File: config.mk
export PLATFORM = sky130hd
export DESIGN_NAME = ini_line_lexer_core
export DESIGN_NICKNAME = d
export VERILOG_FILES = /design/src/rtl/ill_pkg.sv /design/src/rtl/ill_step.sv /design/src/rtl/ini_line_lexer_core.sv
export SDC_FILE = /design/constraint.sdc
export NUM_CORES = 1
export LEC_CHECK = 0
export BUFFER_PORTS_ARGS = -buffer_cell sky130_fd_sc_hd__buf_2
export CAP_MARGIN = 25
export CORE_MARGIN = 2
export CORE_UTILIZATION = 30
export CTS_BUF_LIST = sky130_fd_sc_hd__clkbuf_2
export DETAILED_ROUTE_END_ITERATION = 8
export PLACE_DENSITY = 0.58
export SETUP_SLACK_MARGIN = 0.2
export SLEW_MARGIN = 10
export SYNTH_ARGS = -nofsm -noshare
export SYNTH_HDL_FRONTEND = slang
export SYNTH_SLANG_ARGS = --single-unit
File: constraint.sdc
create_clock -name i_clk -period 8.25 [get_ports i_clk]
set_clock_uncertainty 0.2 [all_clocks]
set_input_delay 1.65 -clock i_clk [delete_from_list [all_inputs] [get_ports i_clk]]
set_output_delay 1.65 -clock i_clk [all_outputs]
set_load 0.03 [all_outputs]
File: src/rtl/ill_pkg.sv
package ill_pkg;

    localparam int DEF_SECTION_NAME_MAX = 255;
    localparam int DEF_OPTION_NAME_MAX  = 255;
    localparam int DEF_FLAG_NAME_MAX    = 255;
    localparam int DEF_FLAG_COUNT_MAX   = 32;
    localparam int DEF_VALUE_MAX        = 1023;

    localparam int BLANK_W = 10;

    localparam logic [1:0] ACT_DATA    = 2'd0;
    localparam logic [1:0] ACT_END     = 2'd1;
    localparam logic [1:0] ACT_RESTART = 2'd2;

    localparam logic [3:0] EV_SECT_CHAR  = 4'd0;
    localparam logic [3:0] EV_SECT_END   = 4'd1;
    localparam logic [3:0] EV_FLAG_CHAR  = 4'd2;
    localparam logic [3:0] EV_FLAG_END   = 4'd3;
    localparam logic [3:0] EV_OPT_CHAR   = 4'd4;
    localparam logic [3:0] EV_OPT_END    = 4'd5;
    localparam logic [3:0] EV_VAL_CHAR   = 4'd6;
    localparam logic [3:0] EV_PARAM_END  = 4'd7;
    localparam logic [3:0] EV_FLAGS_ONLY = 4'd8;
    localparam logic [3:0] EV_DONE       = 4'd9;
    localparam logic [3:0] EV_ERROR      = 4'd10;

    localparam logic [3:0] ERR_NONE       = 4'd0;
    localparam logic [3:0] ERR_EARLY_END  = 4'd1;
    localparam logic [3:0] ERR_BAD_NL     = 4'd2;
    localparam logic [3:0] ERR_SECT_EMPTY = 4'd3;
    localparam logic [3:0] ERR_SECT_LONG  = 4'd4;
    localparam logic [3:0] ERR_FLAG_EMPTY = 4'd5;
    localparam logic [3:0] ERR_FLAG_LONG  = 4'd6;
    localparam logic [3:0] ERR_FLAG_MANY  = 4'd7;
    localparam logic [3:0] ERR_OPT_EMPTY  = 4'd8;
    localparam logic [3:0] ERR_OPT_LONG   = 4'd9;
    localparam logic [3:0] ERR_VAL_LONG   = 4'd10;

    localparam logic [7:0] CH_NUL    = 8'h00;
    localparam logic [7:0] CH_TAB    = 8'h09;
    localparam logic [7:0] CH_NL     = 8'h0A;
    localparam logic [7:0] CH_VT     = 8'h0B;
    localparam logic [7:0] CH_FF     = 8'h0C;
    localparam logic [7:0] CH_CR     = 8'h0D;
    localparam logic [7:0] CH_SPACE  = 8'h20;
    localparam logic [7:0] CH_BANG   = 8'h21;
    localparam logic [7:0] CH_HASH   = 8'h23;
    localparam logic [7:0] CH_COMMA  = 8'h2C;
    localparam logic [7:0] CH_SEMI   = 8'h3B;
    localparam logic [7:0] CH_EQ     = 8'h3D;
    localparam logic [7:0] CH_LBRK   = 8'h5B;
    localparam logic [7:0] CH_RBRK   = 8'h5D;
    localparam logic [7:0] CH_LBRACE = 8'h7B;
    localparam logic [7:0] CH_RBRACE = 8'h7D;

    typedef enum logic [2:0] {
        M_LINE,
        M_COMMENT,
        M_SECT,
        M_FLAGLIST,
        M_AFTER_FLAGS,
        M_NAME,
        M_VAL,
        M_STOPPED
    } t_mode;

    typedef struct packed {
        t_mode              mode;
        logic               skip;
        logic               negated;
        logic [BLANK_W-1:0] pending;
    } t_ctl;

    localparam t_ctl CTL_RESET = '{mode: M_LINE, skip: 1'b1, negated: 1'b0, pending: '0};

    typedef struct packed {
        logic [3:0]         ev;
        logic [7:0]         tbyte;
        logic [BLANK_W-1:0] blanks;
        logic [3:0]         err;
    } t_payload;

    typedef struct packed {
        logic     valid;
        t_payload data;
    } t_result;

    function automatic logic is_ws(input logic [7:0] ch);
        return ch == CH_SPACE || ch == CH_TAB || ch == CH_VT || ch == CH_FF || ch == CH_CR;
    endfunction

    function automatic logic is_blank(input logic [7:0] ch);
        return ch == CH_SPACE || ch == CH_TAB;
    endfunction

    function automatic t_result mk_res(input logic [3:0] ev, input logic [7:0] b,
                                       input logic [BLANK_W-1:0] bl, input logic [3:0] e);
        t_result r;
        r.valid       = 1'b1;
        r.data.ev     = ev;
        r.data.tbyte  = b;
        r.data.blanks = bl;
        r.data.err    = e;
        return r;
    endfunction

endpackage

File: src/rtl/ill_step.sv
module ill_step #(
    parameter int SECTION_NAME_MAX = ill_pkg::DEF_SECTION_NAME_MAX,
    parameter int OPTION_NAME_MAX  = ill_pkg::DEF_OPTION_NAME_MAX,
    parameter int FLAG_NAME_MAX    = ill_pkg::DEF_FLAG_NAME_MAX,
    parameter int FLAG_COUNT_MAX   = ill_pkg::DEF_FLAG_COUNT_MAX,
    parameter int VALUE_MAX        = ill_pkg::DEF_VALUE_MAX,
    parameter int LEN_W            = 13,
    parameter int FC_W             = 6
) (
    input  logic [1:0]      i_action,
    input  logic [7:0]      i_byte,
    input  ill_pkg::t_ctl   i_ctl,
    input  logic [LEN_W-1:0] i_len,
    input  logic [FC_W-1:0] i_flags,
    output ill_pkg::t_ctl   o_ctl,
    output logic [LEN_W-1:0] o_len,
    output logic [FC_W-1:0] o_flags,
    output ill_pkg::t_result o_res
);
    import ill_pkg::*;

    t_ctl             n_ctl;
    logic [LEN_W-1:0] n_len;
    logic [FC_W-1:0]  n_flags;
    t_result          res;
    logic             do_opt;
    logic             do_name;
    logic [LEN_W-1:0] nm_limit;
    logic [3:0]       nm_ev;
    logic [3:0]       nm_err;

    always_comb begin
        n_ctl    = i_ctl;
        n_len    = i_len;
        n_flags  = i_flags;
        res      = '0;
        do_opt   = 1'b0;
        do_name  = 1'b0;
        nm_limit = '0;
        nm_ev    = EV_OPT_CHAR;
        nm_err   = ERR_NONE;

        if (i_action == ACT_RESTART) begin
            n_ctl   = CTL_RESET;
            n_len   = '0;
            n_flags = '0;
        end else if (i_action == ACT_END && i_ctl.mode != M_STOPPED) begin
            if (i_ctl.mode == M_LINE || i_ctl.mode == M_COMMENT) begin
                n_ctl.mode = M_STOPPED;
                res = mk_res(EV_DONE, 8'd0, '0, ERR_NONE);
            end else if (i_ctl.mode == M_VAL) begin
                n_ctl.mode    = M_LINE;
                n_ctl.skip    = 1'b1;
                n_ctl.pending = '0;
                res = mk_res(EV_PARAM_END, 8'd0, '0, ERR_NONE);
            end else begin
                n_ctl.mode = M_STOPPED;
                res = mk_res(EV_ERROR, 8'd0, '0, ERR_EARLY_END);
            end
        end else if (i_action == ACT_DATA) begin
            unique case (i_ctl.mode)
                M_LINE: begin
                    if (is_ws(i_byte) || i_byte == CH_NL) begin
                    end else if (i_byte == CH_NUL) begin
                        n_ctl.mode = M_STOPPED;
                        res = mk_res(EV_DONE, 8'd0, '0, ERR_NONE);
                    end else begin
                        n_len = '0;
                        case (i_byte) inside
                            CH_SEMI, CH_HASH: begin
                                n_ctl.mode = M_COMMENT;
                            end
                            CH_LBRK: begin
                                n_ctl.mode = M_SECT;
                                n_ctl.skip = 1'b1;
                            end
                            CH_LBRACE: begin
                                n_ctl.mode = M_FLAGLIST;
                                n_ctl.skip = 1'b1;
                                n_flags    = '0;
                            end
                            default: begin
                                n_ctl.mode = M_NAME;
                                n_ctl.skip = 1'b0;
                                do_opt     = 1'b1;
                            end
                        endcase
                    end
                end
                M_COMMENT: begin
                    if (i_byte == CH_NL) begin
                        n_ctl.mode = M_LINE;
                        n_ctl.skip = 1'b1;
                    end else if (i_byte == CH_NUL) begin
                        n_ctl.mode = M_STOPPED;
                        res = mk_res(EV_DONE, 8'd0, '0, ERR_NONE);
                    end
                end
                M_SECT: begin
                    if (i_ctl.skip && is_ws(i_byte)) begin
                    end else if (is_blank(i_byte)) begin
                        n_ctl.skip = 1'b1;
                    end else begin
                        n_ctl.skip = 1'b0;
                        if (i_byte == CH_RBRK) begin
                            if (i_len == '0) begin
                                n_ctl.mode = M_STOPPED;
                                res = mk_res(EV_ERROR, 8'd0, '0, ERR_SECT_EMPTY);
                            end else if (i_len > LEN_W'(SECTION_NAME_MAX)) begin
                                n_ctl.mode = M_STOPPED;
                                res = mk_res(EV_ERROR, 8'd0, '0, ERR_SECT_LONG);
                            end else begin
                                n_ctl.mode = M_LINE;
                                n_ctl.skip = 1'b1;
                                res = mk_res(EV_SECT_END, 8'd0, '0, ERR_NONE);
                            end
                        end else if (i_byte == CH_NL) begin
                            n_ctl.mode = M_STOPPED;
                            res = mk_res(EV_ERROR, 8'd0, '0, ERR_BAD_NL);
                        end else begin
                            do_name  = 1'b1;
                            nm_limit = LEN_W'(SECTION_NAME_MAX);
                            nm_ev    = EV_SECT_CHAR;
                            nm_err   = ERR_SECT_LONG;
                        end
                    end
                end
                M_FLAGLIST: begin
                    if (i_ctl.skip && is_ws(i_byte)) begin
                    end else if (is_blank(i_byte)) begin
                        n_ctl.skip = 1'b1;
                    end else begin
                        n_ctl.skip = 1'b0;
                        if (i_byte == CH_NL) begin
                            n_ctl.mode = M_STOPPED;
                            res = mk_res(EV_ERROR, 8'd0, '0, ERR_BAD_NL);
                        end else if (i_byte == CH_COMMA || i_byte == CH_RBRACE) begin
                            if (i_len > LEN_W'(FLAG_NAME_MAX)) begin
                                n_ctl.mode = M_STOPPED;
                                res = mk_res(EV_ERROR, 8'd0, '0, ERR_FLAG_LONG);
                            end else if (i_len == '0 ||
                                         (i_len == LEN_W'(1) && i_ctl.negated)) begin
                                n_ctl.mode = M_STOPPED;
                                res = mk_res(EV_ERROR, 8'd0, '0, ERR_FLAG_EMPTY);
                            end else if (i_flags >= FC_W'(FLAG_COUNT_MAX)) begin
                                n_ctl.mode = M_STOPPED;
                                res = mk_res(EV_ERROR, 8'd0, '0, ERR_FLAG_MANY);
                            end else begin
                                n_flags    = i_flags + FC_W'(1);
                                n_len      = '0;
                                n_ctl.skip = 1'b1;
                                n_ctl.mode = (i_byte == CH_RBRACE) ? M_AFTER_FLAGS : M_FLAGLIST;
                                res = mk_res(EV_FLAG_END, 8'd0, '0, ERR_NONE);
                            end
                        end else begin
                            if (i_byte == CH_BANG) begin
                                n_ctl.skip = 1'b1;
                            end
                            do_name  = 1'b1;
                            nm_limit = LEN_W'(FLAG_NAME_MAX);
                            nm_ev    = EV_FLAG_CHAR;
                            nm_err   = ERR_FLAG_LONG;
                        end
                    end
                end
                M_AFTER_FLAGS: begin
                    if (is_ws(i_byte)) begin
                    end else if (i_byte == CH_NL) begin
                        n_ctl.mode = M_LINE;
                        n_ctl.skip = 1'b1;
                        res = mk_res(EV_FLAGS_ONLY, 8'd0, '0, ERR_NONE);
                    end else begin
                        n_ctl.mode = M_NAME;
                        n_len      = '0;
                        do_opt     = 1'b1;
                    end
                end
                M_NAME: begin
                    do_opt = 1'b1;
                end
                M_VAL: begin
                    if (i_ctl.skip && is_ws(i_byte)) begin
                    end else begin
                        n_ctl.skip = 1'b0;
                        if (i_byte == CH_NL) begin
                            n_ctl.mode    = M_LINE;
                            n_ctl.skip    = 1'b1;
                            n_ctl.pending = '0;
                            res = mk_res(EV_PARAM_END, 8'd0, '0, ERR_NONE);
                        end else if (i_len >= LEN_W'(VALUE_MAX)) begin
                            n_ctl.mode = M_STOPPED;
                            res = mk_res(EV_ERROR, 8'd0, '0, ERR_VAL_LONG);
                        end else begin
                            n_len = i_len + LEN_W'(1);
                            if (is_blank(i_byte)) begin
                                n_ctl.pending = i_ctl.pending + BLANK_W'(1);
                            end else begin
                                res = mk_res(EV_VAL_CHAR, i_byte, i_ctl.pending, ERR_NONE);
                                n_ctl.pending = '0;
                            end
                        end
                    end
                end
                M_STOPPED: begin
                end
                default: begin
                    n_ctl.mode = M_STOPPED;
                end
            endcase
        end

        // option name byte, shared by line start, after flags and name modes
        if (do_opt) begin
            if (n_ctl.skip && is_ws(i_byte)) begin
            end else if (is_blank(i_byte)) begin
                n_ctl.skip = 1'b1;
            end else begin
                n_ctl.skip = 1'b0;
                if (i_byte == CH_NL) begin
                    n_ctl.mode = M_STOPPED;
                    res = mk_res(EV_ERROR, 8'd0, '0, ERR_BAD_NL);
                end else if (i_byte == CH_EQ) begin
                    if (n_len == '0) begin
                        n_ctl.mode = M_STOPPED;
                        res = mk_res(EV_ERROR, 8'd0, '0, ERR_OPT_EMPTY);
                    end else if (n_len > LEN_W'(OPTION_NAME_MAX)) begin
                        n_ctl.mode = M_STOPPED;
                        res = mk_res(EV_ERROR, 8'd0, '0, ERR_OPT_LONG);
                    end else begin
                        n_ctl.mode    = M_VAL;
                        n_ctl.skip    = 1'b1;
                        n_len         = '0;
                        n_ctl.pending = '0;
                        res = mk_res(EV_OPT_END, 8'd0, '0, ERR_NONE);
                    end
                end else begin
                    do_name  = 1'b1;
                    nm_limit = LEN_W'(OPTION_NAME_MAX);
                    nm_ev    = EV_OPT_CHAR;
                    nm_err   = ERR_OPT_LONG;
                end
            end
        end

        // name byte with length limit
        if (do_name) begin
            if (n_len > nm_limit) begin
                n_ctl.mode = M_STOPPED;
                res = mk_res(EV_ERROR, 8'd0, '0, nm_err);
            end else begin
                if (n_len == '0) begin
                    n_ctl.negated = (i_byte == CH_BANG);
                end
                n_len = n_len + LEN_W'(1);
                res = mk_res(nm_ev, i_byte, '0, ERR_NONE);
            end
        end
    end

    assign o_ctl   = n_ctl;
    assign o_len   = n_len;
    assign o_flags = n_flags;
    assign o_res   = res;

endmodule

File: src/rtl/ini_line_lexer_core.sv
// Streaming INI lexer. One request (a data byte, end of input or restart) is taken
// per clock while s_axis_tready is high; the lexer mode, token length, flag count and
// held-back blank count are updated by one combinational step between the input
// register and the result register, so a sustained rate of one byte per cycle is
// reached while m_axis_tready is high; a result reaches the master side via both
// registers. The slave side keeps accepting while a result waits in the output register;
// it stalls only when the input and output registers are full and m_axis_tready is low.
module ini_line_lexer_core #(
    parameter int SECTION_NAME_MAX = ill_pkg::DEF_SECTION_NAME_MAX,
    parameter int OPTION_NAME_MAX  = ill_pkg::DEF_OPTION_NAME_MAX,
    parameter int FLAG_NAME_MAX    = ill_pkg::DEF_FLAG_NAME_MAX,
    parameter int FLAG_COUNT_MAX   = ill_pkg::DEF_FLAG_COUNT_MAX,
    parameter int VALUE_MAX        = ill_pkg::DEF_VALUE_MAX
) (
    input  logic        i_clk,
    input  logic        i_rst_n,
    input  logic        s_axis_tvalid,
    output logic        s_axis_tready,
    input  logic [7:0]  s_axis_tdata,  // data_byte
    input  logic [1:0]  s_axis_tuser,  // action
    output logic        m_axis_tvalid,
    input  logic        m_axis_tready,
    output logic [23:0] m_axis_tdata,  // token_byte, blanks_before, error_code, zero pad
    output logic [3:0]  m_axis_tuser   // event_res
);
    import ill_pkg::*;

    localparam int NAME_MAX_A = (SECTION_NAME_MAX > OPTION_NAME_MAX) ?
                                SECTION_NAME_MAX : OPTION_NAME_MAX;
    localparam int NAME_MAX_B = (NAME_MAX_A > FLAG_NAME_MAX) ? NAME_MAX_A : FLAG_NAME_MAX;
    localparam int LEN_MAX    = (NAME_MAX_B > VALUE_MAX) ? NAME_MAX_B : VALUE_MAX;
    localparam int LEN_W      = $clog2(LEN_MAX + 2);
    localparam int FC_W       = $clog2(FLAG_COUNT_MAX + 1);

    logic             r_in_valid;
    logic [1:0]       r_in_action;
    logic [7:0]       r_in_byte;
    t_ctl             r_ctl;
    logic [LEN_W-1:0] r_len;
    logic [FC_W-1:0]  r_flags;
    logic             r_out_valid;
    t_payload         r_out;

    t_ctl             n_ctl;
    logic [LEN_W-1:0] n_len;
    logic [FC_W-1:0]  n_flags;
    t_result          n_res;

    logic advance;
    logic in_take;

    assign advance       = r_in_valid && (!r_out_valid || m_axis_tready);
    assign s_axis_tready = !r_in_valid || advance;
    assign in_take       = s_axis_tvalid && s_axis_tready;

    ill_step #(
        .SECTION_NAME_MAX (SECTION_NAME_MAX),
        .OPTION_NAME_MAX  (OPTION_NAME_MAX),
        .FLAG_NAME_MAX    (FLAG_NAME_MAX),
        .FLAG_COUNT_MAX   (FLAG_COUNT_MAX),
        .VALUE_MAX        (VALUE_MAX),
        .LEN_W            (LEN_W),
        .FC_W             (FC_W)
    ) u_step (
        .i_action (r_in_action),
        .i_byte   (r_in_byte),
        .i_ctl    (r_ctl),
        .i_len    (r_len),
        .i_flags  (r_flags),
        .o_ctl    (n_ctl),
        .o_len    (n_len),
        .o_flags  (n_flags),
        .o_res    (n_res)
    );

    always_ff @(posedge i_clk) begin
        if (!i_rst_n) begin
            r_in_valid  <= 1'b0;
            r_out_valid <= 1'b0;
            r_ctl       <= CTL_RESET;
            r_len       <= '0;
            r_flags     <= '0;
        end else begin
            if (in_take) begin
                r_in_valid <= 1'b1;
            end else if (advance) begin
                r_in_valid <= 1'b0;
            end
            if (advance) begin
                r_ctl   <= n_ctl;
                r_len   <= n_len;
                r_flags <= n_flags;
            end
            if (advance && n_res.valid) begin
                r_out_valid <= 1'b1;
            end else if (m_axis_tready) begin
                r_out_valid <= 1'b0;
            end
        end
    end

    // payload registers
    always_ff @(posedge i_clk) begin
        if (in_take) begin
            r_in_action <= s_axis_tuser;
            r_in_byte   <= s_axis_tdata;
        end
        if (advance && n_res.valid) begin
            r_out <= n_res.data;
        end
    end

    assign m_axis_tvalid = r_out_valid;
    assign m_axis_tuser  = r_out.ev;
    assign m_axis_tdata  = {2'b00, r_out.err, r_out.blanks, r_out.tbyte};

endmodule

==> key figures <==
Drt
  – Post-route antenna net violation count: 0
  – Drt drc: 3
  – Wire length per cell: 19.4 um
  – DRT Pass-1 Iters: 9
  – Starting DRC count in detailed routing: 841
  – Routed via count: 5818
  – DRT Wirelength: 18500 um
  – Vias per inst: 6.09

Global route
  – Vias in the first global route: 5314
  – GRT Overall Usage: 18.8%
  – Initial antenna violation count: 1
  – Pin count of the biggest net entering global routing: 29
  – Residual overflow from global routing: 0
  – First-pass GRT wire length: 29200 um

Placement
  – Hpwl dp: 13500 um
  – IO Port Bufs: 41
  – Final RePlAce weighted congestion: 0.969

Power
  – Pwr Density: 131 nW/um^2
  – Pleak: 2.20 nW
  – Power, Total: 0.795 mW
  – Max VDD drop: 37.0 uV

Finish
  – Synth-to-layout area growth: 8.91%
  – Share of cells above drive strength 1: 13.2%
  – # nets final: 750

Floorplanning
  – Die Y: 141 um
  – IO Count: 44
  – Initial core utilization: 30.8%
  – # rows: 49
  – Core box area: 18100 um^2
  – Die area: 19700 um^2
  – Die X: 141 um

STA
  – Final Max Slew Viols: 0
  – Worst hold slack: 0.344 ns
  – Final Hold Vio Count: 0
  – Tightest Pin Transition: 1.01 ns
  – Max Freq: 0.175 GHz
  – Fin Setup TNS: 0 ns
  – Final setup fails: 0
  – RSZ-0062 raised after global routing: false
  – Rel. slew slack: 32.4%
  – Tcrit/Tclk final: 69.3%
  – Minimum clock period: 5.72 ns

Yosys
  – Synth Area in XOR/XNOR: 2.04%
  – Mux contribution to synthesized area: 0.761%
  – Largest family of logic cells by synthesized area: simple AND/OR/NAND/NOR gates
  – Avg Cell Area, Syn: 7.89 um^2
  – Ys async rst share: 0%
  – Unique cell type count in the Yosys netlist: 85
  – Area share of the largest cell type after synthesis: 19.3%
  – Synth Area in Simple Gates: 31.6%
  – Cells after Synth: 709
  – Top FF cell, synth: edfxtp_1
  – Synth warnings: 0
  – Top post-synthesis cells by area: edfxtp_1 19%, dfxtp_1 12%, nand2_1 4.4%, o21ai_0 4.3%, nor2_1 4.1%
  – Adder-cell share of the synthesized area: 3.58%
  – Top cell type by total area after synthesis: edfxtp_1
  – Post-Syn Area: 5590 um^2
  – Yosys reg bits: 70
  – Seq/Total Area, Yosys: 31.5%
  – Post-synthesis compound-gate area fraction: 25.4%
  – Post-synth EDFFs: 36

Clock network
  – Clk sink count: 70
  – CTS buffer count: 9
  – Clock Pin Slew Worst Setup and Hold Paths: 0.19 ns
  – Worst skew pair latency: 0.58 ns
  – CTS tree: built
  – CTS root buffer: clkbuf_2
  – Number of hold buffers added after CTS: 0
  – # H-tree levels: 3
  – Post_cts resized: 0
  – Post-CTS Setup Inserts: 0
  – CTS max path bufs: 2

Job
  – Max Cap Viol: 0

Run status
  – Outcome: finished, violations left
  – Violated checks: design-rule violations

Setup path
  – Crit path kind: flip-flop to flip-flop
  – Critical path peak fanout: 21
  – Worst path arrival time: 5.96 ns
  – CP Capture Type: flip-flop
  – Worst Setup Start Kind: flip-flop
  – Worst EP required: 8.49 ns

Worst hold path
  – HP Class: flip-flop to flip-flop
==> worst paths after layout <==
| kind | startpoint | endpoint | slack [ns] | cells after the start |
|---|---|---|---|---|
| max reg2reg | r_in_byte[5]$_DFFE_PP_ | m_axis_tdata[4]$_DFFE_PP_ | 2.53 | 19 |
| min reg2reg | r_ctl[9]$_SDFFE_PN0P_ | r_ctl[9]$_SDFFE_PN0P_ | 0.34 | 2 |
| min | r_ctl[9]$_SDFFE_PN0P_ | r_ctl[9]$_SDFFE_PN0P_ | 0.34 | 2 |
| max | r_in_byte[5]$_DFFE_PP_ | m_axis_tdata[4]$_DFFE_PP_ | 2.53 | 19 |
==> cells by family (layout without fill, tap and decap cells) <==
group / Yosys count / after routing
flip-flops: 70 / 70
buffers and inverters: 73 / 88
multiplexers: 4 / 4
AO/OA/AOI/OAI: 206 / 206
AND/OR/NAND/NOR: 326 / 326
adder cells (fa/ha/maj): 16 / 16
XOR/XNOR: 13 / 13
other: 1 / 3
==> worst max-delay path, stage by stage, from the launching register on <==
cell,delay [ns]
edfxtp_1,0.78
and4bb_2,0.35
o2111a_1,0.33
a21oi_1,0.80
nand3_1,0.21
nand4_1,0.22
nor4b_1,0.08
buf_4,0.18
nor2_1,0.24
ha_1,0.29
nor2b_1,0.14
o21a_1,0.16
o21a_1,0.16
o211ai_1,0.16
a211o_1,0.17
nand2_1,0.12
nor2_2,0.31
nand2_1,0.22
o21ai_1,0.30
and2_1,0.19
==> cells in the final DEF, fill, tap and decap left out, types with 5 or more instances in the layout <==
cell	netlist	final
o31ai_1	7	7
nor2b_1	12	12
a211o_1	5	5
o211ai_1	7	7
or2_2	5	5
dfxtp_1	34	34
a211oi_1	8	8
buf_4	2	8
a21o_1	6	6
and2_1	16	16
nand3b_1	6	6
inv_1	19	19
buf_2	2	41
nor2_1	61	61
a21oi_1	39	39
and3b_1	5	5
ha_1	16	16
nor3_1	26	26
o22ai_1	11	11
nor4b_1	5	5
o21a_1	9	9
nand4_1	21	21
a41oi_1	5	5
nand2_1	66	66
nand2b_1	8	8
or3_1	7	7
o21ai_0	48	48
edfxtp_1	36	36
nor4_1	9	9
xor2_1	10	10
and3_1	20	20
nand3_1	33	33
a31oi_1	13	12
clkbuf_2	0	10
==> cell usage after synthesis (all sizes together) (9+ instances only) <==
master,number
nor4,10
dfxtp,34
nor2,63
and3,20
o22ai,11
inv,20
ha,16
edfxtp,36
nand3,34
and2,16
nand2,67
a31oi,13
a21oi,39
nor3,27
clkbuf,47
xor2,10
nor2b,12
o21ai,54
o21a,9
nand4,21
==> layer usage <==
| metal | up-vias | part of all wire [%] | track usage (%) |
|---|---|---|---|
| met3 | 69 | 8.3 | 4.00 |
| met1 | 2705 | 43 | 24.4 |
| li1 | 2699 | - | - |
| met4 | 0 | 4.9 | 9.95 |
| met5 | - | 0 | 0 |
| met2 | 345 | 44 | 29.3 |
==> where the power goes <==
part           internal (mW)  switching, mW
combinational         0.0640          0.126
clock                 0.0681          0.133
sequential             0.380         0.0229
total                  0.512          0.283
==> through the flow <==
| stage | std cells | util [%] | worst slack, ns | cell area [um^2] |
|---|---|---|---|---|
| 2_1_floorplan | 710 | - | 3.46 | 5600 |
| 3_3_place_gp | 935 | 32.8 | 2.82 | 5950 |
| 3_5_place_dp | 936 | 32.8 | 2.70 | 5960 |
| 4_1_cts | 952 | 33.4 | 2.64 | 6070 |
| 5_1_grt | 955 | 33.6 | 2.22 | 6090 |
| 6_report | 955 | 33.6 | 2.53 | 6090 |
==> sequential cells by signal, indices dropped and copies added (netlist names) <==
| register | cells |
|---|---|
| m_axis_tvalid | 1 |
| r_flags | 6 |
| r_in_byte | 8 |
| r_len | 11 |
| r_in_action | 2 |
| r_in_valid | 1 |
| m_axis_tdata | 22 |
| m_axis_tuser | 4 |
| r_ctl | 15 |
==> final cells by class <==
cell class | count | area [um^2]
inverters | 20 | 75.1
repair buffers | 52 | 289
diodes | 1 | 2.50
fillers | 1917 | 12100
flip-flops and latches | 70 | 1760
multi-input cells | 567 | 3560
clock inverters | 7 | 65.1
clock buffers | 9 | 45.0
well taps | 229 | 287
(Power assumes the default switching activity.)
